--- src/hw/rtl/srarq_pkg.sv ---
// Shared types and constants of the selective-repeat ARQ window core.
package srarq_pkg;

  // Most actions a single event can leave in the result queue.
  localparam int unsigned ResultCap = 10;
  localparam int unsigned CntW      = $clog2(ResultCap + 1);

  typedef logic [CntW-1:0] cnt_t;

  typedef enum logic [2:0] {
    OP_PKT_READY   = 3'd0,
    OP_FRAME       = 3'd1,
    OP_CKSUM_ERR   = 3'd2,
    OP_TIMEOUT     = 3'd3,
    OP_ACK_TIMEOUT = 3'd4
  } op_e;

  typedef enum logic [1:0] {
    KIND_DATA = 2'd0,
    KIND_ACK  = 2'd1,
    KIND_NAK  = 2'd2
  } kind_e;

  typedef enum logic [2:0] {
    ACT_NONE    = 3'd0,
    ACT_DATA    = 3'd1,
    ACT_ACK     = 3'd2,
    ACT_NAK     = 3'd3,
    ACT_DELIVER = 3'd4,
    ACT_STOP    = 3'd5
  } act_e;

  // Datapath commands issued by the controller, one per cycle.
  typedef enum logic [3:0] {
    CMD_NOP     = 4'd0,
    CMD_LOAD    = 4'd1,
    CMD_PKT     = 4'd2,
    CMD_CKERR   = 4'd3,
    CMD_TIMEOUT = 4'd4,
    CMD_ACKTO   = 4'd5,
    CMD_ARR_NAK = 4'd6,
    CMD_MARK    = 4'd7,
    CMD_DELIVER = 4'd8,
    CMD_RETX    = 4'd9,
    CMD_STOP    = 4'd10,
    CMD_FINISH  = 4'd11,
    CMD_POP     = 4'd12
  } cmd_e;

  // One queued result beat, fields already cut to port width.
  typedef struct packed {
    act_e       action;
    logic [2:0] seq;
    logic [2:0] ack;
    logic [1:0] slot;
  } act_t;

  // Datapath status seen by the controller.
  typedef struct packed {
    logic [2:0] op;
    logic [1:0] kind;
    logic       deliver_pending;
    logic       stop_pending;
    logic       last;
  } dp_status_t;

endpackage

--- src/hw/rtl/srarq_intf.sv ---
// Valid/ready channel interfaces for events in and actions out.
interface srarq_evt_if;
  logic       valid;
  logic       ready;
  logic [2:0] operation;
  logic [1:0] frame_type;
  logic [2:0] frame_seq;
  logic [2:0] frame_ack;
  logic [2:0] timed_out_seq;

  modport source (
    output valid, operation, frame_type, frame_seq, frame_ack, timed_out_seq,
    input  ready
  );
  modport sink (
    input  valid, operation, frame_type, frame_seq, frame_ack, timed_out_seq,
    output ready
  );
endinterface

interface srarq_act_if;
  logic       valid;
  logic       ready;
  logic [2:0] action;
  logic [2:0] seq_out;
  logic [2:0] ack_out;
  logic [1:0] buffer_slot;
  logic       network_enable;
  logic       last;

  modport source (
    output valid, action, seq_out, ack_out, buffer_slot, network_enable, last,
    input  ready
  );
  modport sink (
    input  valid, action, seq_out, ack_out, buffer_slot, network_enable, last,
    output ready
  );
endinterface

--- src/hw/rtl/selective_repeat_arq_window_core.sv ---
// Selective-repeat ARQ sliding-window core: top level.
//
// evt_i takes one link event per beat (packet ready, frame arrival, checksum
// error, timeout, ack timeout). act_o returns the run of actions the event
// causes, one per beat, the final one flagged by last; every beat carries the
// network-enable level taken after the whole event. Payload buffers and timers
// live outside.
// An event is worked one at a time: evt_i.ready is high only while idle.
// The event beat is loaded and decoded; a data frame then passes the arrival
// NAK, mark, delivery and ack states, an ack frame the ack state and a NAK frame
// the retransmit and ack states, after which the result queue is finished and
// drained. The sequencer walks the delivery and ack loops one step per cycle,
// one step per delivered slot and one per acked frame.
// While act_o.ready is low the current action holds and no event is taken.
// Reset (asynchronous, active low) clears both windows, the arrived map and
// buffer count, and allows a NAK; the block is ready in the first cycle after.
module selective_repeat_arq_window_core import srarq_pkg::*; #(
  parameter int unsigned MAX_SEQUENCE = 7,
  parameter int unsigned BUFFER_COUNT = 4
) (
  input  logic clk_i,
  input  logic rst_ni,
  srarq_evt_if.sink   evt_i,
  srarq_act_if.source act_o
);

  cmd_e       cmd;
  dp_status_t status;
  act_t       head;
  logic       net_en;

  srarq_ctrl u_ctrl (
    .clk_i       (clk_i),
    .rst_ni      (rst_ni),
    .in_valid_i  (evt_i.valid),
    .in_ready_o  (evt_i.ready),
    .out_valid_o (act_o.valid),
    .out_ready_i (act_o.ready),
    .status_i    (status),
    .cmd_o       (cmd)
  );

  srarq_datapath #(
    .MAX_SEQUENCE (MAX_SEQUENCE),
    .BUFFER_COUNT (BUFFER_COUNT)
  ) u_datapath (
    .clk_i            (clk_i),
    .rst_ni           (rst_ni),
    .cmd_i            (cmd),
    .operation_i      (evt_i.operation),
    .frame_type_i     (evt_i.frame_type),
    .frame_seq_i      (evt_i.frame_seq),
    .frame_ack_i      (evt_i.frame_ack),
    .timed_out_seq_i  (evt_i.timed_out_seq),
    .status_o         (status),
    .head_o           (head),
    .network_enable_o (net_en)
  );

  assign act_o.action         = head.action;
  assign act_o.seq_out        = head.seq;
  assign act_o.ack_out        = head.ack;
  assign act_o.buffer_slot    = head.slot;
  assign act_o.network_enable = net_en;
  assign act_o.last           = status.last;

endmodule

--- src/hw/rtl/srarq_datapath.sv ---
// Window state, event latch and result queue of the ARQ core.
module srarq_datapath import srarq_pkg::*; #(
  parameter int unsigned MAX_SEQUENCE = 7,
  parameter int unsigned BUFFER_COUNT = 4
) (
  input  logic       clk_i,
  input  logic       rst_ni,
  input  cmd_e       cmd_i,
  input  logic [2:0] operation_i,
  input  logic [1:0] frame_type_i,
  input  logic [2:0] frame_seq_i,
  input  logic [2:0] frame_ack_i,
  input  logic [2:0] timed_out_seq_i,
  output dp_status_t status_o,
  output act_t       head_o,
  output logic       network_enable_o
);

  localparam int unsigned SeqSpace = MAX_SEQUENCE + 1;
  localparam int unsigned SeqW     = $clog2(SeqSpace);
  localparam int unsigned SlotW    = (BUFFER_COUNT > 1) ? $clog2(BUFFER_COUNT) : 1;
  localparam int unsigned BufW     = $clog2(BUFFER_COUNT + 1);
  localparam int unsigned RueInit  = BUFFER_COUNT % SeqSpace;

  typedef logic [SeqW-1:0]  seq_t;
  typedef logic [SlotW-1:0] slot_t;

  // Values here never exceed 8, so eight conditional subtracts suffice.
  function automatic logic [8:0] reduce_seq(input logic [8:0] v);
    logic [8:0] r;
    r = v;
    for (int i = 0; i < 8; i++) begin
      if (r >= 9'(SeqSpace)) r = r - 9'(SeqSpace);
    end
    return r;
  endfunction

  function automatic logic [8:0] reduce_slot(input logic [8:0] v);
    logic [8:0] r;
    r = v;
    for (int i = 0; i < 8; i++) begin
      if (r >= 9'(BUFFER_COUNT)) r = r - 9'(BUFFER_COUNT);
    end
    return r;
  endfunction

  function automatic seq_t seq_inc(input seq_t s);
    return (s == seq_t'(MAX_SEQUENCE)) ? '0 : seq_t'(s + seq_t'(1));
  endfunction

  // Slot follows its sequence counter; wraps at the buffer count and with it at the top of the space.
  function automatic slot_t slot_inc(input slot_t sl, input seq_t s);
    slot_t r;
    if (s == seq_t'(MAX_SEQUENCE)) r = '0;
    else if (sl == slot_t'(BUFFER_COUNT - 1)) r = '0;
    else r = slot_t'(sl + slot_t'(1));
    return r;
  endfunction

  function automatic logic in_window(input seq_t a, input seq_t b, input seq_t c);
    return ((a <= b) && (b < c)) || ((c < a) && (a <= b)) || ((b < c) && (c < a));
  endfunction

  function automatic logic [2:0] seq_fld(input seq_t s);
    logic [7:0] w;
    w = 8'(s);
    return w[2:0];
  endfunction

  function automatic logic [1:0] slot_fld(input slot_t s);
    logic [7:0] w;
    w = 8'(s);
    return w[1:0];
  endfunction

  // Window state
  seq_t              ae_q, nts_q, rle_q, rue_q;
  slot_t             ae_slot_q, nts_slot_q, rle_slot_q;
  logic [BufW-1:0]   bufs_q;
  logic [BUFFER_COUNT-1:0] map_q;
  logic              nak_q;

  // Latched event
  logic [2:0] op_q;
  logic [1:0] kind_q;
  seq_t       seq_q, ack_q, tseq_q;

  // Result queue
  act_t q_mem [ResultCap];
  cnt_t cnt_q, rd_q;

  seq_t  piggy, re;
  slot_t seq_slot, re_slot, tseq_slot;
  logic  pkt_ok, mark_ok, retx_ok, stop_ok, arr_nak_ok;
  logic  push;
  act_t  push_ent;

  assign piggy     = (rle_q == '0) ? seq_t'(MAX_SEQUENCE) : seq_t'(rle_q - seq_t'(1));
  assign re        = seq_inc(ack_q);
  assign seq_slot  = slot_t'(reduce_slot(9'(seq_q)));
  assign re_slot   = slot_t'(reduce_slot(9'(re)));
  assign tseq_slot = slot_t'(reduce_slot(9'(tseq_q)));

  assign pkt_ok     = bufs_q < BufW'(BUFFER_COUNT);
  assign mark_ok    = in_window(rle_q, seq_q, rue_q) && !map_q[seq_slot];
  assign retx_ok    = in_window(ae_q, re, nts_q);
  assign stop_ok    = in_window(ae_q, ack_q, nts_q);
  assign arr_nak_ok = (seq_q != rle_q) && nak_q;

  always_comb begin
    push     = 1'b0;
    push_ent = '{action: ACT_NONE, seq: 3'd0, ack: 3'd0, slot: 2'd0};
    unique case (cmd_i)
      CMD_PKT: begin
        push     = pkt_ok;
        push_ent = '{action: ACT_DATA, seq: seq_fld(nts_q), ack: seq_fld(piggy),
                     slot: slot_fld(nts_slot_q)};
      end
      CMD_CKERR, CMD_ARR_NAK: begin
        push     = (cmd_i == CMD_CKERR) ? nak_q : arr_nak_ok;
        push_ent = '{action: ACT_NAK, seq: 3'd0, ack: seq_fld(piggy), slot: 2'd0};
      end
      CMD_TIMEOUT: begin
        push     = 1'b1;
        push_ent = '{action: ACT_DATA, seq: seq_fld(tseq_q), ack: seq_fld(piggy),
                     slot: slot_fld(tseq_slot)};
      end
      CMD_ACKTO: begin
        push     = 1'b1;
        push_ent = '{action: ACT_ACK, seq: 3'd0, ack: seq_fld(piggy), slot: 2'd0};
      end
      CMD_DELIVER: begin
        push     = 1'b1;
        push_ent = '{action: ACT_DELIVER, seq: seq_fld(rle_q), ack: 3'd0,
                     slot: slot_fld(rle_slot_q)};
      end
      CMD_RETX: begin
        push     = retx_ok;
        push_ent = '{action: ACT_DATA, seq: seq_fld(re), ack: seq_fld(piggy),
                     slot: slot_fld(re_slot)};
      end
      CMD_STOP: begin
        push     = 1'b1;
        push_ent = '{action: ACT_STOP, seq: seq_fld(ae_q), ack: 3'd0,
                     slot: slot_fld(ae_slot_q)};
      end
      CMD_FINISH: begin
        push = (cnt_q == '0);
      end
      default: begin
        push = 1'b0;
      end
    endcase
  end

  always_ff @(posedge clk_i or negedge rst_ni) begin
    if (!rst_ni) begin
      ae_q       <= '0;
      nts_q      <= '0;
      rle_q      <= '0;
      rue_q      <= seq_t'(RueInit);
      ae_slot_q  <= '0;
      nts_slot_q <= '0;
      rle_slot_q <= '0;
      bufs_q     <= '0;
      map_q      <= '0;
      nak_q      <= 1'b1;
      cnt_q      <= '0;
      rd_q       <= '0;
    end else begin
      // beats past the cap are dropped; state still moves
      if (push && (cnt_q < cnt_t'(ResultCap))) cnt_q <= cnt_t'(cnt_q + cnt_t'(1));
      unique case (cmd_i)
        CMD_LOAD: begin
          cnt_q <= '0;
          rd_q  <= '0;
        end
        CMD_PKT: begin
          if (pkt_ok) begin
            bufs_q     <= BufW'(bufs_q + BufW'(1));
            nts_q      <= seq_inc(nts_q);
            nts_slot_q <= slot_inc(nts_slot_q, nts_q);
          end
        end
        CMD_CKERR: begin
          nak_q <= 1'b0;
        end
        CMD_ARR_NAK: begin
          if (arr_nak_ok) nak_q <= 1'b0;
        end
        CMD_MARK: begin
          if (mark_ok) map_q[seq_slot] <= 1'b1;
        end
        CMD_DELIVER: begin
          nak_q             <= 1'b1;
          map_q[rle_slot_q] <= 1'b0;
          rle_q             <= seq_inc(rle_q);
          rle_slot_q        <= slot_inc(rle_slot_q, rle_q);
          rue_q             <= seq_inc(rue_q);
        end
        CMD_STOP: begin
          if (bufs_q != '0) bufs_q <= BufW'(bufs_q - BufW'(1));
          ae_q      <= seq_inc(ae_q);
          ae_slot_q <= slot_inc(ae_slot_q, ae_q);
        end
        CMD_POP: begin
          rd_q <= cnt_t'(rd_q + cnt_t'(1));
        end
        default: begin
        end
      endcase
    end
  end

  always_ff @(posedge clk_i) begin
    if (cmd_i == CMD_LOAD) begin
      op_q   <= operation_i;
      kind_q <= frame_type_i;
      seq_q  <= seq_t'(reduce_seq(9'(frame_seq_i)));
      ack_q  <= seq_t'(reduce_seq(9'(frame_ack_i)));
      tseq_q <= seq_t'(reduce_seq(9'(timed_out_seq_i)));
    end
    if (push && (cnt_q < cnt_t'(ResultCap))) q_mem[cnt_q] <= push_ent;
  end

  assign status_o.op              = op_q;
  assign status_o.kind            = kind_q;
  assign status_o.deliver_pending = map_q[rle_slot_q];
  assign status_o.stop_pending    = stop_ok;
  assign status_o.last            = (cnt_t'(rd_q + cnt_t'(1)) == cnt_q);

  assign head_o           = q_mem[rd_q];
  assign network_enable_o = pkt_ok;

  a_cnt_cap : assert property (@(posedge clk_i) disable iff (!rst_ni)
    cnt_q <= cnt_t'(ResultCap))
    else $error("result count above cap");

  a_bufs_cap : assert property (@(posedge clk_i) disable iff (!rst_ni)
    bufs_q <= BufW'(BUFFER_COUNT))
    else $error("buffers in use above buffer count");

  a_finish_nonempty : assert property (@(posedge clk_i) disable iff (!rst_ni)
    (cmd_i == CMD_FINISH) |=> (cnt_q != '0))
    else $error("event finished with empty result queue");

  a_pop_in_range : assert property (@(posedge clk_i) disable iff (!rst_ni)
    (cmd_i == CMD_POP) |-> (rd_q < cnt_q))
    else $error("pop past end of result queue");

endmodule

--- src/hw/rtl/srarq_ctrl.sv ---
// Event sequencer of the ARQ core: walks each event and drains its results.
module srarq_ctrl import srarq_pkg::*; (
  input  logic       clk_i,
  input  logic       rst_ni,
  input  logic       in_valid_i,
  output logic       in_ready_o,
  output logic       out_valid_o,
  input  logic       out_ready_i,
  input  dp_status_t status_i,
  output cmd_e       cmd_o
);

  typedef enum logic [8:0] {
    ST_IDLE    = 9'b000000001,
    ST_DECODE  = 9'b000000010,
    ST_ARR_NAK = 9'b000000100,
    ST_MARK    = 9'b000001000,
    ST_DELIVER = 9'b000010000,
    ST_RETX    = 9'b000100000,
    ST_STOP    = 9'b001000000,
    ST_FINISH  = 9'b010000000,
    ST_EMIT    = 9'b100000000
  } state_e;

  state_e state_q, state_d;

  always_comb begin
    state_d = state_q;
    cmd_o   = CMD_NOP;
    unique case (state_q)
      ST_IDLE: begin
        if (in_valid_i) begin
          cmd_o   = CMD_LOAD;
          state_d = ST_DECODE;
        end
      end
      ST_DECODE: begin
        state_d = ST_FINISH;
        case (status_i.op)
          OP_PKT_READY:   cmd_o = CMD_PKT;
          OP_CKSUM_ERR:   cmd_o = CMD_CKERR;
          OP_TIMEOUT:     cmd_o = CMD_TIMEOUT;
          OP_ACK_TIMEOUT: cmd_o = CMD_ACKTO;
          OP_FRAME: begin
            case (status_i.kind)
              KIND_DATA: state_d = ST_ARR_NAK;
              KIND_NAK:  state_d = ST_RETX;
              default:   state_d = ST_STOP;  // ack and the spare kind
            endcase
          end
          default: state_d = ST_FINISH;
        endcase
      end
      ST_ARR_NAK: begin
        cmd_o   = CMD_ARR_NAK;
        state_d = ST_MARK;
      end
      ST_MARK: begin
        cmd_o   = CMD_MARK;
        state_d = ST_DELIVER;
      end
      ST_DELIVER: begin
        if (status_i.deliver_pending) cmd_o = CMD_DELIVER;
        else state_d = ST_STOP;
      end
      ST_RETX: begin
        cmd_o   = CMD_RETX;
        state_d = ST_STOP;
      end
      ST_STOP: begin
        // cumulative ack runs for every arriving frame
        if (status_i.stop_pending) cmd_o = CMD_STOP;
        else state_d = ST_FINISH;
      end
      ST_FINISH: begin
        cmd_o   = CMD_FINISH;
        state_d = ST_EMIT;
      end
      ST_EMIT: begin
        if (out_ready_i) begin
          cmd_o = CMD_POP;
          if (status_i.last) state_d = ST_IDLE;
        end
      end
      default: state_d = ST_IDLE;
    endcase
  end

  always_ff @(posedge clk_i or negedge rst_ni) begin
    if (!rst_ni) begin
      state_q <= ST_IDLE;
    end else begin
      state_q <= state_d;
    end
  end

  assign in_ready_o  = (state_q == ST_IDLE);
  assign out_valid_o = (state_q == ST_EMIT);

  a_one_side : assert property (@(posedge clk_i) disable iff (!rst_ni)
    out_valid_o |-> !in_ready_o)
    else $error("input open while results pending");

  a_no_early_out : assert property (@(posedge clk_i) disable iff (!rst_ni)
    (in_valid_i && in_ready_o) |=> !out_valid_o)
    else $error("result beat right after event beat");

  a_last_frees : assert property (@(posedge clk_i) disable iff (!rst_ni)
    (out_valid_o && out_ready_i && status_i.last) |=> in_ready_o)
    else $error("input not reopened after last beat");

endmodule
--- src/flat_wrapper.sv ---
// flat-port wrapper written by rule: the top's interface ports become plain ports
module selective_repeat_arq_window_core_flat import srarq_pkg::*;
#(
  parameter int unsigned MAX_SEQUENCE = 7,
  parameter int unsigned BUFFER_COUNT = 4
)
  (clk_i, rst_ni, evt_i_valid, evt_i_operation, evt_i_frame_type, evt_i_frame_seq, evt_i_frame_ack, evt_i_timed_out_seq, evt_i_ready, act_o_valid, act_o_action, act_o_seq_out, act_o_ack_out, act_o_buffer_slot, act_o_network_enable, act_o_last, act_o_ready);
  srarq_evt_if evt_i_i ();
  srarq_act_if act_o_i ();
  input  logic clk_i;
  input  logic rst_ni;
  input wire logic [$bits(evt_i_i.valid)-1:0] evt_i_valid;
  input wire logic [$bits(evt_i_i.operation)-1:0] evt_i_operation;
  input wire logic [$bits(evt_i_i.frame_type)-1:0] evt_i_frame_type;
  input wire logic [$bits(evt_i_i.frame_seq)-1:0] evt_i_frame_seq;
  input wire logic [$bits(evt_i_i.frame_ack)-1:0] evt_i_frame_ack;
  input wire logic [$bits(evt_i_i.timed_out_seq)-1:0] evt_i_timed_out_seq;
  output wire logic [$bits(evt_i_i.ready)-1:0] evt_i_ready;
  output wire logic [$bits(act_o_i.valid)-1:0] act_o_valid;
  output wire logic [$bits(act_o_i.action)-1:0] act_o_action;
  output wire logic [$bits(act_o_i.seq_out)-1:0] act_o_seq_out;
  output wire logic [$bits(act_o_i.ack_out)-1:0] act_o_ack_out;
  output wire logic [$bits(act_o_i.buffer_slot)-1:0] act_o_buffer_slot;
  output wire logic [$bits(act_o_i.network_enable)-1:0] act_o_network_enable;
  output wire logic [$bits(act_o_i.last)-1:0] act_o_last;
  input wire logic [$bits(act_o_i.ready)-1:0] act_o_ready;
  assign evt_i_i.valid = evt_i_valid;
  assign evt_i_i.operation = evt_i_operation;
  assign evt_i_i.frame_type = evt_i_frame_type;
  assign evt_i_i.frame_seq = evt_i_frame_seq;
  assign evt_i_i.frame_ack = evt_i_frame_ack;
  assign evt_i_i.timed_out_seq = evt_i_timed_out_seq;
  assign evt_i_ready = evt_i_i.ready;
  assign act_o_valid = act_o_i.valid;
  assign act_o_action = act_o_i.action;
  assign act_o_seq_out = act_o_i.seq_out;
  assign act_o_ack_out = act_o_i.ack_out;
  assign act_o_buffer_slot = act_o_i.buffer_slot;
  assign act_o_network_enable = act_o_i.network_enable;
  assign act_o_last = act_o_i.last;
  assign act_o_i.ready = act_o_ready;
  selective_repeat_arq_window_core #(.MAX_SEQUENCE(MAX_SEQUENCE), .BUFFER_COUNT(BUFFER_COUNT)) u_core (.clk_i(clk_i), .rst_ni(rst_ni), .evt_i(evt_i_i), .act_o(act_o_i));
endmodule
--- config.mk ---
export PLATFORM = sky130hd
export DESIGN_NAME = selective_repeat_arq_window_core_flat
export DESIGN_NICKNAME = d
export VERILOG_FILES = /design/src/hw/rtl/srarq_pkg.sv /design/src/hw/rtl/srarq_intf.sv /design/src/hw/rtl/selective_repeat_arq_window_core.sv /design/src/hw/rtl/srarq_datapath.sv /design/src/hw/rtl/srarq_ctrl.sv /design/src/flat_wrapper.sv
export SDC_FILE = /design/constraint.sdc
export NUM_CORES = 1
export LEC_CHECK = 0
export ABC_CLOCK_PERIOD_IN_PS = 3500
export BUFFER_PORTS_ARGS = -buffer_cell sky130_fd_sc_hd__buf_2
export CORE_UTILIZATION = 45
export DETAILED_ROUTE_END_ITERATION = 8
export GPL_ROUTABILITY_DRIVEN = 1
export SETUP_SLACK_MARGIN = 0.3
export SLEW_MARGIN = 20
export SYNTH_ARGS = -nofsm -noshare
export SYNTH_HDL_FRONTEND = slang
export SYNTH_HIERARCHICAL = 1
export SYNTH_SLANG_ARGS = --single-unit
--- constraint.sdc ---
create_clock -name clk_i -period 3.5 [get_ports clk_i]
set_input_delay 0.525 -clock clk_i [delete_from_list [all_inputs] [get_ports clk_i]]
set_output_delay 0.525 -clock clk_i [all_outputs]
set_load 0.005 [all_outputs]
==> impl_metrics.csv, run 1 <==
group,metric,value,unit
place,port_buffers,32,
hold_path,worst_hold_path_type,"primary input to asynchronous set/reset pin",
sta,slew-limit-headroom,58.4,%
sta,rsz_0062_raised_after_global_routing,"yes",
sta,setup_viol_count_final,0,
synth,yosys.cell_count.top_type,"sky130_fd_sc_hd__edfxtp_1",
setup_path,ordered_cell_list_for_the_critical_path,"buf_6, inv_1, ha_1, a21o_1, a31oi_4, maj3_2, nand2_1, o21a_1, a2bb2oi_2, o21ai_2, nor2b_4, buf_6, and4_4, nor3_4, o311ai_4, or2_4, and4_4",
grt,globalRoute.totalOverflow,0,
floorplanning,dieHeight,137,um
floorplanning,chipWidth,137,um
sta,finClkSkew,9.02,ps
power,leakage,3.85,nW
final_layout,layout.filler_cells,1460,
setup_path,worst_ep_required_time,3640,ps
setup_path,worstSetupPathType,"flip-flop to flip-flop",
drt,first_pass_drt_iterations,6,
outcome,run_status,"finished, final reports clean",
final_layout,diodes,0,
synth,synth.cells.most_frequent,"sky130_fd_sc_hd__edfxtp_1, sky130_fd_sc_hd__dfrtp_1, sky130_fd_sc_hd__ha_1",
drt,routed_wl,19600,um
synth,synth_area,8240,um^2
clocking,clk_transition_reported_paths,70,ps
grt,grt_antenna_before_repair,0,
drt,drc,0,
place,finalWeightedCongestion,0.847,
synth,syn_nets,674,
synth,yosys.area_share.simple,11.9,%
floorplanning,die_area,18900,um^2
power,vdd.ir_drop.worst,0.418,mV
clocking,insertion_delay,430,ps
final_layout,layout-drive-gt1-share,32.6,%
drt,vias_per_cell,5.78,
final_layout,seqCellArea,4810,um^2
synth,ys_warnings,6,
grt,wire_length_of_the_first_global_routing_pass,30900,um
sta,final.period_utilization,97.9,%
floorplanning,std_cell_rows,49,
power,power-per-cell-area,688,nW/um^2
grt,pin_count_of_the_biggest_net_entering_global_routing,44,
setup_path,slack_of_the_worst_reg_to_reg_path,70,ps
clocking,tritoncts_num_sinks,167,
synth,largest_family_of_logic_cells_by_synthesized_area,"simple AND/OR/NAND/NOR gates",
synth,synth_area_leader_cell,"sky130_fd_sc_hd__edfxtp_1",
grt,grt_pass1_vias,5651,
synth,yosys_most_used_dff,"sky130_fd_sc_hd__edfxtp_1",
drt,avgRoutedWirePerCell,20.5,um
sta,slew_viol_final,0,
setup_path,worstSetupStartpointType,"flip-flop",
setup_path,critPathBufInv,3,
grt,groute.usage.overall,22.4,%
synth,synth-edff-count,124,
setup_path,crit-reg2reg-capture,"u_core/u_datapath/q_mem[9][2]",
setup_path,timing.rr.start,"u_core/u_datapath/ae_q[1]",
setup_path,worst-path-max-fanout,7,
setup_path,crit_path_max_incr_delay,420,ps
synth,synth_compound_gate_area_share,10.9,%
final_layout,final_nets,774,
sta,max_freq,292,MHz
final_layout,layout-area-overhead-vs-synth,22.4,%
clocking,cts_tree,"done",
floorplanning,floorplan.initialDensity,45.9,%
synth,synth-adder-area-share,6.57,%
sta,worst_slew_pin_slew,622,ps
synth,synth-seq-area-share,58.3,%
synth,synth_largest_type_area_fraction,45.2,%
setup_path,cp.arrival,3560,ps
drt,detailroute.via_count,5535,
drt,detail-route-antenna-nets,0,
sta,final-hold-violation-count,0,
synth,post_synth.cell_area_avg,13.4,um^2
power,design_power_total,0.00694,W
drt,detailedRoute.firstIterationViolations,302,
clocking,cts_inserted_buffers,17,
setup_path,critical-path-top-delay-family,"simple AND/OR/NAND/NOR gates",
place,detailedPlacementHpwl,13000,um
clocking,cts_buffer_depth,2,
final_layout,multi_input_area,3630,um^2
job,cap_violations,0,
floorplanning,boundaryPins,33,
setup_path,cp-end-kind,"flip-flop",
synth,postSynthRegisterBits,167,
synth,synth_xor_area_share,1.17,%
synth,async_reset_ff_share,25.7,%
clocking,htree_num_levels,4,
sta,post-route-min-period,3430,ps
floorplanning,placeableCoreArea,18000,um^2
clocking,clockRootBuffer,"sky130_fd_sc_hd__clkbuf_16",
setup_path,critical_path.slowest_cell,"sky130_fd_sc_hd__dfrtp_1",
setup_path,reg2regPathDepth,17,
synth,synth.distinct_cells,72,
place,detailed_place.area,9040,um^2
synth,synthesis.instances,615,
final_layout,post_layout_instance_area,10100,um^2
synth,yosys-mux-area-fraction,8.29,%
synth,synth.top_cells.by_area,"sky130_fd_sc_hd__edfxtp_1, sky130_fd_sc_hd__dfrtp_1, sky130_fd_sc_hd__mux4_2, sky130_fd_sc_hd__ha_1, sky130_fd_sc_hd__a21oi_1",
logic make-up after synthesis:
family | count (synthesis)
AOI/OAI and AO/OA | 128
muxes | 38
buffers and inverters | 57
and+or+nand+nor | 171
xor gates and xnor gates | 11
adders and majority gates | 43
DFF | 167
worst reg2reg max path: stages, from the launching register on:
cell and delay, ps:
sky130_fd_sc_hd__dfrtp_1 420, sky130_fd_sc_hd__buf_6 120, sky130_fd_sc_hd__inv_1 40, sky130_fd_sc_hd__ha_1 180, sky130_fd_sc_hd__a21o_1 180, sky130_fd_sc_hd__a31oi_4 160, sky130_fd_sc_hd__maj3_2 220, sky130_fd_sc_hd__nand2_1 50
sky130_fd_sc_hd__o21a_1 210, sky130_fd_sc_hd__a2bb2oi_2 140, sky130_fd_sc_hd__o21ai_2 160, sky130_fd_sc_hd__nor2b_4 180, sky130_fd_sc_hd__buf_6 100, sky130_fd_sc_hd__and4_4 220, sky130_fd_sc_hd__nor3_4 50, sky130_fd_sc_hd__o311ai_4 140
sky130_fd_sc_hd__or2_4 250, sky130_fd_sc_hd__and4_4 300
power breakdown:
part | internal [W] | switching (W)
Sequential | 0.00249 | 0.000249
Combinational | 0.00110 | 0.00136
Clock | 0.000921 | 0.000814
registers in the layout, summed over array words and instances (netlist names), 3 cells and up:
signal	flops
u_core/u_ctrl/state_q	9
u_core/u_datapath/ack_q	3
u_core/u_datapath/cnt_q	4
u_core/u_datapath/bufs_q	3
u_core/u_datapath/rd_q	4
u_core/u_datapath/map_q	4
u_core/u_datapath/ae_q	3
u_core/u_datapath/rle_q	3
u_core/u_datapath/q_mem	110
u_core/u_datapath/rue_q	3
u_core/u_datapath/seq_q	3
u_core/u_datapath/tseq_q	3
u_core/u_datapath/op_q	3
u_core/u_datapath/nts_q	3
area by class of cell:
cell class	instances	share of cell area (%)
clock buffer	17	4.22
sequential	167	47.6
clock inverter	15	1.21
timing repair buffer	95	6.97
multi-input combinational	403	36.0
tap	229	2.84
inverter	31	1.15
routing by layer:
metal | track usage [%] | up-vias | share of wire (%)
met4 | 7.63 | 0 | 1.9
met5 | 0 | - | 0
met2 | 38.9 | 146 | 51
met1 | 27.8 | 2778 | 43
li1 | - | 2587 | -
met3 | 4.53 | 24 | 4.2
layout by cell type (no fill, tap or decap), drive strengths merged, types with 24 or more instances in the layout:
master and instances:
edfxtp 124, nor2 33, o21ai 30, mux4 24, inv 36, nand2 34
ha 40, dfrtp 40, a21oi 32, buf 95
worst max path at each step:
stage          slack [ps]                       start                            end  cells past startpoint
2_1_floorplan         110   u_core/u_datapath/ae_q[1]  u_core/u_datapath/q_mem[8][0]                     16
4_1_cts                90   u_core/u_datapath/ae_q[1]  u_core/u_datapath/q_mem[9][7]                     16
3_3_place_gp           90  u_core/u_datapath/ack_q[1]  u_core/u_datapath/q_mem[4][8]                     17
3_5_place_dp           50  u_core/u_datapath/ack_q[1]  u_core/u_datapath/q_mem[4][8]                     16
5_1_grt               -60  u_core/u_datapath/ack_q[1]  u_core/u_datapath/q_mem[8][5]                     17
6_report               70   u_core/u_datapath/ae_q[1]  u_core/u_datapath/q_mem[9][2]                     17
metrics by stage:
stage               cells  hold slack, ps  TNS (ps)  util [%]  worst slack, ps
floorplan             615             229         0         -              113
global placement      896             422         0      50.3             87.4
detailed placement    896             436         0      50.3             54.8
CTS                   949             245         0      54.9             91.3
global route          957             125     -2010      56.2            -63.6
finish                957            85.0         0      56.2             73.6
what timing repair did:
item	CTS	global route
gates resized for setup	29	35
setup endpoints to repair	208	240
gates cloned	11	1
buffers inserted	10	7
hold endpoints to repair	0	0
pin swaps	14	20
hold buffers	0	0
Note: power is estimated with default switching activity, not from simulation.
==> inputs of run 2 (changes only) <==
Settings changed: CORE_UTILIZATION 45 to 50, PLACE_DENSITY set to 0.69.
==> run 2 against run 1 <==
- clock skew rose by 1.3 ps
- power fell by 1.1%
- maximum frequency decreased by 0.91%
- utilization grew 6.5 points
- clock power about the same
- count of clock-buffer cells in the layout rose by 2
- largest power group unchanged
==> impl_metrics.csv, run 2 (synthesis gave the netlist of run 1 again) <==
group,metric,value,unit
place,finalWeightedCongestion,0.847,
sta,final-hold-violation-count,0,
setup_path,slack_of_the_worst_reg_to_reg_path,40,ps
sta,max_freq,289,MHz
clocking,cts_tree,"done",
clocking,cts_inserted_buffers,17,
power,vdd.ir_drop.worst,0.491,mV
sta,post-route-min-period,3460,ps
clocking,insertion_delay,430,ps
final_layout,final_cell_mix,"sky130_fd_sc_hd__edfxtp_1, sky130_fd_sc_hd__buf_4, sky130_fd_sc_hd__dfrtp_1",
final_layout,flip_flop_count_of_the_largest_register_after_layout,110,
place,worst_slack_after_detailed_placement,23.0,ps
drt,drc,0,
floorplanning,die_area,17000,um^2
place,dp_cells,876,
floorplanning,dieHeight,130,um
final_layout,layout-drive-gt1-share,32.3,%
setup_path,crit_path_frequent_cell,"sky130_fd_sc_hd__nand2_2",
sta,slew_viol_final,0,
setup_path,critical-path-top-delay-family,"compound AO/OA/AOI/OAI gates",
sta,worst_slew_pin_slew,747,ps
clocking,tritoncts_num_sinks,167,
drt,routed_wl,19100,um
setup_path,critical_path.slowest_cell,"sky130_fd_sc_hd__dfrtp_1",
sta,setup_total_negative_slack,0,ps
setup_path,cp.arrival,3590,ps
place,detailed_place.area,8970,um^2
drt,avgRoutedWirePerCell,20.3,um
place,port_buffers,32,
clocking,clk_transition_reported_paths,60,ps
power,power-per-cell-area,685,nW/um^2
setup_path,worst-path-max-fanout,6,
power,design_power_total,0.00687,W
sta,setup_ws,42.3,ps
hold_path,worst_hold_path_type,"primary input to asynchronous set/reset pin",
clocking,clockRootBuffer,"sky130_fd_sc_hd__clkbuf_16",
sta,setup_viol_count_final,0,
final_layout,diodes,0,
floorplanning,placeableCoreArea,16000,um^2
floorplanning,chipWidth,130,um
setup_path,worstSetupStartpointType,"flip-flop",
setup_path,crit_path_max_incr_delay,410,ps
power,leakage,3.82,nW
setup_path,cp-end-kind,"flip-flop",
grt,globalRoute.totalOverflow,0,
setup_path,worst_ep_required_time,3630,ps
grt,wire_length_of_the_first_global_routing_pass,29600,um
grt,grt_pass1_vias,5462,
drt,vias_per_cell,5.91,
outcome,run_status,"finished, final reports clean",
grt,pin_count_of_the_biggest_net_entering_global_routing,44,
job,cap_violations,0,
final_layout,seqCellArea,4810,um^2
floorplanning,boundaryPins,33,
final_layout,post_layout_instance_area,10000,um^2
sta,slew-limit-headroom,50.0,%
clocking,cts_buffer_depth,2,
final_layout,layout-area-overhead-vs-synth,21.6,%
final_layout,multi_input_area,3600,um^2
setup_path,crit-reg2reg-capture,"u_core/u_datapath/q_mem[9][1]",
sta,rsz_0062_raised_after_global_routing,"yes",
final_layout,layout.filler_cells,1213,
setup_path,worstSetupPathType,"flip-flop to flip-flop",
final_layout,final-instance-count-excl-fill,940,
setup_path,reg2regPathDepth,16,
setup_path,timing.rr.start,"u_core/u_datapath/ae_q[1]",
final_layout,final_nets,770,
setup_path,critPathBufInv,2,
drt,detailroute.via_count,5555,
clocking,htree_num_levels,4,
drt,first_pass_drt_iterations,7,
final_layout,final_common_cell,"sky130_fd_sc_hd__edfxtp_1",
floorplanning,std_cell_rows,46,
setup_path,ordered_cell_list_for_the_critical_path,"buf_6, inv_1, ha_1, a21o_1, a31oi_4, maj3_2, nand2_2, o21a_1, a2bb2oi_2, o21ai_2, nor2b_4, nand2_2, nor2_4, a21boi_4, or2_4, and4_4",
place,detailedPlacementHpwl,12600,um
drt,detailedRoute.firstIterationViolations,517,
grt,groute.usage.overall,23.9,%
sta,final.period_utilization,98.8,%
final_layout,largest-register,"u_core/u_datapath/q_mem",
grt,grt_antenna_before_repair,0,
sta,finClkSkew,10.3,ps
final_layout,reg_top3,"u_core/u_datapath/q_mem: 110 flops, u_core/u_ctrl/state_q: 9 flops",
floorplanning,floorplan.initialDensity,51.5,%
drt,detail-route-antenna-nets,0,
run 2: changes by cell type in the layout (fill, tap and decap cells not counted), moves of 2 or more:
cell	change
sky130_fd_sc_hd__a21oi_1	-2
sky130_fd_sc_hd__inv_2	+2
sky130_fd_sc_hd__buf_4	-10
sky130_fd_sc_hd__clkinv_2	-3
sky130_fd_sc_hd__inv_1	-2
sky130_fd_sc_hd__clkbuf_1	+2
sky130_fd_sc_hd__nor2_4	+2
sky130_fd_sc_hd__buf_6	+7
sky130_fd_sc_hd__nor2_2	-2
sky130_fd_sc_hd__clkinv_4	+2
sky130_fd_sc_hd__a21oi_2	+2
run 2: how the worst max path moves through the flow:
| stage | startpoint | endpoint | slack, ps | cells after the start |
|---|---|---|---|---|
| floorplan | u_core/u_datapath/ae_q[1] | u_core/u_datapath/q_mem[8][0] | 110 | 16 |
| global placement | u_core/u_datapath/ack_q[1] | u_core/u_datapath/q_mem[5][9] | 110 | 16 |
| detailed placement | u_core/u_datapath/ack_q[1] | u_core/u_datapath/q_mem[5][9] | 20 | 16 |
| CTS | u_core/u_datapath/ack_q[1] | u_core/u_datapath/q_mem[8][7] | 80 | 17 |
| global route | u_core/u_datapath/ack_q[1] | u_core/u_datapath/q_mem[8][5] | -110 | 16 |
| finish | u_core/u_datapath/ae_q[1] | u_core/u_datapath/q_mem[9][1] | 40 | 16 |
run 2: area by class of cell:
cell class / instances / share of cell area [%]
sequential: 167 / 47.9
multi-input combinational: 403 / 35.9
timing repair buffer: 91 / 6.85
clock buffer: 19 / 4.32
tap: 216 / 2.69
clock inverter: 13 / 1.16
inverter: 31 / 1.16
run 2: where the power goes:
| group | switching [W] | internal (W) | total, W | leakage, nW |
|---|---|---|---|---|
| Sequential | 0.000259 | 0.00249 | 0.00275 | 1.71 |
| Combinational | 0.00133 | 0.00104 | 0.00238 | 1.85 |
| Clock | 0.000808 | 0.000930 | 0.00174 | 0.257 |
| Total | 0.00240 | 0.00447 | 0.00687 | 3.82 |
run 2: what timing repair did:
| item | CTS | global route |
|---|---|---|
| setup endpoints to repair | 190 | 244 |
| cloned | 11 | 3 |
| hold buffers | 0 | 0 |
| pin swaps | 14 | 20 |
| resized for setup | 16 | 59 |
| setup buffers | 8 | 10 |
run 2: worst reg2reg max path, stage by stage (launching register included):
cell and delay (ps):
sky130_fd_sc_hd__dfrtp_1 410, sky130_fd_sc_hd__buf_6 120, sky130_fd_sc_hd__inv_1 40, sky130_fd_sc_hd__ha_1 200, sky130_fd_sc_hd__a21o_1 190, sky130_fd_sc_hd__a31oi_4 170
sky130_fd_sc_hd__maj3_2 230, sky130_fd_sc_hd__nand2_2 50, sky130_fd_sc_hd__o21a_1 200, sky130_fd_sc_hd__a2bb2oi_2 140, sky130_fd_sc_hd__o21ai_2 190, sky130_fd_sc_hd__nor2b_4 200
sky130_fd_sc_hd__nand2_2 80, sky130_fd_sc_hd__nor2_4 130, sky130_fd_sc_hd__a21boi_4 270, sky130_fd_sc_hd__or2_4 230, sky130_fd_sc_hd__and4_4 310
run 2: layer usage:
layer  vias to the layer above  part of all wire (%)  global-route usage [%]
met1                      2774                    42                    30.1
met4                         0                   2.1                    7.91
met3                        22                   5.1                    5.33
li1                       2571                     -                       -
met2                       188                    51                    41.2
met5                         -                     0                       0
run 2: per-stage QoR:
step                      hold WS, ps  util, %
after global placement            424     56.1
after global routing              137     62.7
after CTS                         246     60.8
after floorplan                   229        -
final                            99.8     62.7
after detailed placement          437     56.1
==> inputs of run 3 (changes only) <==
Settings changed: MAX_ROUTING_LAYER set to met4.
==> run 3 against run 2 <==
- largest power group unchanged
- register-to-register slack got worse by 20 ps
- largest cell class unchanged
- first-iteration DRC count rose by 6.2%
- clock skew fell by 1.4 ps
- setup slack lost 16 ps
==> impl_metrics.csv, run 3 (synthesis gave the netlist of run 1 again) <==
group,metric,value,unit
clocking,insertion_delay,430,ps
final_layout,final_nets,770,
power,netSwitchingFraction,35.0,%
setup_path,critical_path.startpoint,"u_core/u_datapath/ae_q[1]",
clocking,clk_transition_reported_paths,60,ps
drt,detail-route-antenna-nets,0,
setup_path,reg2regPathDepth,16,
sta,rsz_0062_raised_after_global_routing,"yes",
floorplanning,die_area,17000,um^2
sta,setup_viol_count_final,0,
grt,grt_util_met1,30.2,%
sta,slew-limit-headroom,49.9,%
grt,wire_length_of_the_first_global_routing_pass,29600,um
final_layout,flip_flop_count_of_the_largest_register_after_layout,110,
final_layout,final_cell_mix,"sky130_fd_sc_hd__edfxtp_1, sky130_fd_sc_hd__buf_4, sky130_fd_sc_hd__dfrtp_1",
clocking,cts_hold_repair.buffers,0,
clocking,clockRootBuffer,"sky130_fd_sc_hd__clkbuf_16",
grt,globalRoute.totalOverflow,0,
sta,final-hold-violation-count,0,
final_layout,layout-area-overhead-vs-synth,21.6,%
sta,final.hold.worst_slack,99.0,ps
final_layout,final-instance-count-excl-fill,940,
setup_path,worst_ep_required_time,3630,ps
drt,detailroute.via_count,5550,
grt,grt_antenna_before_repair,0,
clocking,cts_tree,"done",
clocking,cts_buffer_depth,2,
place,detailed_place.area,8970,um^2
drt,avgRoutedWirePerCell,20.4,um
power,vdd.ir_drop.worst,0.491,mV
power,power-per-cell-area,685,nW/um^2
sta,slew_viol_final,0,
clocking,htree_num_levels,4,
final_layout,reg_top3,"u_core/u_datapath/q_mem: 110 flops, u_core/u_ctrl/state_q: 9 flops",
final_layout,final_common_cell,"sky130_fd_sc_hd__edfxtp_1",
place,dp_cells,876,
power,p_clk_share,25.3,%
setup_path,setup.worst_path.end,"u_core/u_datapath/q_mem[9][1]",
final_layout,post_layout_instance_area,10000,um^2
grt,pin_count_of_the_biggest_net_entering_global_routing,44,
drt,vias_per_cell,5.90,
floorplanning,boundaryPins,33,
final_layout,layout.filler_cells,1213,
grt,grt.busiest_layer,"met2",
sta,max_freq,288,MHz
floorplanning,chipWidth,130,um
drt,first_pass_drt_iterations,8,
sta,post-route-min-period,3470,ps
setup_path,worstSetupPathType,"flip-flop to flip-flop",
floorplanning,dieHeight,130,um
setup_path,crit-reg2reg-capture,"u_core/u_datapath/q_mem[9][1]",
power,comb_power_share,34.6,%
place,finalWeightedCongestion,0.861,
grt,met3_usage,4.52,%
drt,routed_wl,19200,um
power,leakage,3.82,nW
floorplanning,floorplan.initialDensity,51.5,%
setup_path,timing.rr.start,"u_core/u_datapath/ae_q[1]",
sta,final.period_utilization,99.2,%
hold_path,worst_hold_path_type,"primary input to asynchronous set/reset pin",
power,switching_power,0.00240,W
floorplanning,placeableCoreArea,16000,um^2
sta,worst_slew_pin_slew,748,ps
power,seq_power_share,40.1,%
outcome,run_status,"finished, final reports clean",
place,detailedPlacementHpwl,12600,um
floorplanning,std_cell_rows,46,
power,internal_power,0.00446,W
setup_path,cp.arrival,3600,ps
clocking,cts_inserted_buffers,17,
drt,drc,0,
setup_path,worstSetupStartpointType,"flip-flop",
setup_path,slack_of_the_worst_reg_to_reg_path,30,ps
grt,grt_pass1_vias,5428,
setup_path,worst-path-max-fanout,6,
place,port_buffers,32,
final_layout,diodes,0,
grt,grtUsageMet2,41.5,%
setup_path,cp-end-kind,"flip-flop",
final_layout,largest-register,"u_core/u_datapath/q_mem",
grt,groute.usage.overall,24.7,%
final_layout,layout-drive-gt1-share,32.3,%
job,cap_violations,0,
clocking,tritoncts_num_sinks,167,
drt,detailedRoute.firstIterationViolations,549,
sta,finClkSkew,8.85,ps
[run 3: area by class of cell]
| type | count | area, um^2 | area share (%) |
|---|---|---|---|
| multi-input combinational | 403 | 3600 | 35.9 |
| tap | 216 | 270 | 2.69 |
| inverter | 31 | 116 | 1.16 |
| clock buffer | 19 | 433 | 4.32 |
| clock inverter | 13 | 116 | 1.16 |
| timing repair buffer | 91 | 687 | 6.85 |
| sequential | 167 | 4810 | 47.9 |
[run 3: power groups by stage]
stage / clock [W] / combinational [W] / sequential (W)
6_report: 0.00174 / 0.00238 / 0.00275
5_1_grt: 0.00184 / 0.00261 / 0.00279
4_1_cts: 0.00177 / 0.00215 / 0.00274
3_5_place_dp: 0 / 0.00204 / 0.00277
3_3_place_gp: 0 / 0.00195 / 0.00276
2_1_floorplan: 0 / 0.00142 / 0.00270
[run 3: critical path, cell delays in order (launching register included)]
cell,delay (ps)
sky130_fd_sc_hd__dfrtp_1,410
sky130_fd_sc_hd__buf_6,120
sky130_fd_sc_hd__inv_1,40
sky130_fd_sc_hd__ha_1,200
sky130_fd_sc_hd__a21o_1,190
sky130_fd_sc_hd__a31oi_4,170
sky130_fd_sc_hd__maj3_2,230
sky130_fd_sc_hd__nand2_2,50
sky130_fd_sc_hd__o21a_1,200
sky130_fd_sc_hd__a2bb2oi_2,140
sky130_fd_sc_hd__o21ai_2,190
sky130_fd_sc_hd__nor2b_4,200
sky130_fd_sc_hd__nand2_2,80
sky130_fd_sc_hd__nor2_4,130
sky130_fd_sc_hd__a21boi_4,270
sky130_fd_sc_hd__or2_4,230
sky130_fd_sc_hd__and4_4,310
[run 3: what timing repair did]
item                                    in CTS  in global routing
cloned                                      11                  3
endpoints found under the setup margin     190                244
gates resized for setup                     16                 59
pin swaps                                   14                 21
setup buffers                                8                 10
[run 3: how the worst min path moves through the flow]
| stage | startpoint | endpoint | slack [ps] | cells past startpoint |
|---|---|---|---|---|
| 2_1_floorplan | rst_ni | u_core/u_ctrl/state_q[1] | 230 | 0 |
| 3_3_place_gp | u_core/u_datapath/kind_q[1] | u_core/u_ctrl/state_q[2] | 420 | 1 |
| 3_5_place_dp | u_core/u_datapath/kind_q[1] | u_core/u_ctrl/state_q[2] | 440 | 1 |
| 4_1_cts | evt_i_valid | u_core/u_ctrl/state_q[0] | 250 | 2 |
| 5_1_grt | rst_ni | u_core/u_ctrl/state_q[4] | 140 | 1 |
| 6_report | rst_ni | u_core/u_ctrl/state_q[1] | 100 | 1 |
[run 3: metal layers]
| metal | part of all wire (%) | wire (um) |
|---|---|---|
| met1 | 42 | 8130 |
| met2 | 51 | 9760 |
| met3 | 4.8 | 924 |
| met4 | 1.9 | 365 |
| met5 | 0 | 0 |
[run 3: metrics by stage]
| step | power [W] | setup TNS, ps | utilization [%] | setup slack [ps] |
|---|---|---|---|---|
| floorplan | 0.00412 | 0 | - | 113 |
| global placement | 0.00471 | 0 | 56.1 | 114 |
| detailed placement | 0.00482 | 0 | 56.1 | 23.0 |
| CTS | 0.00666 | 0 | 60.8 | 80.2 |
| global route | 0.00725 | -5400 | 62.7 | -110 |
| finish | 0.00687 | 0 | 62.7 | 26.7 |
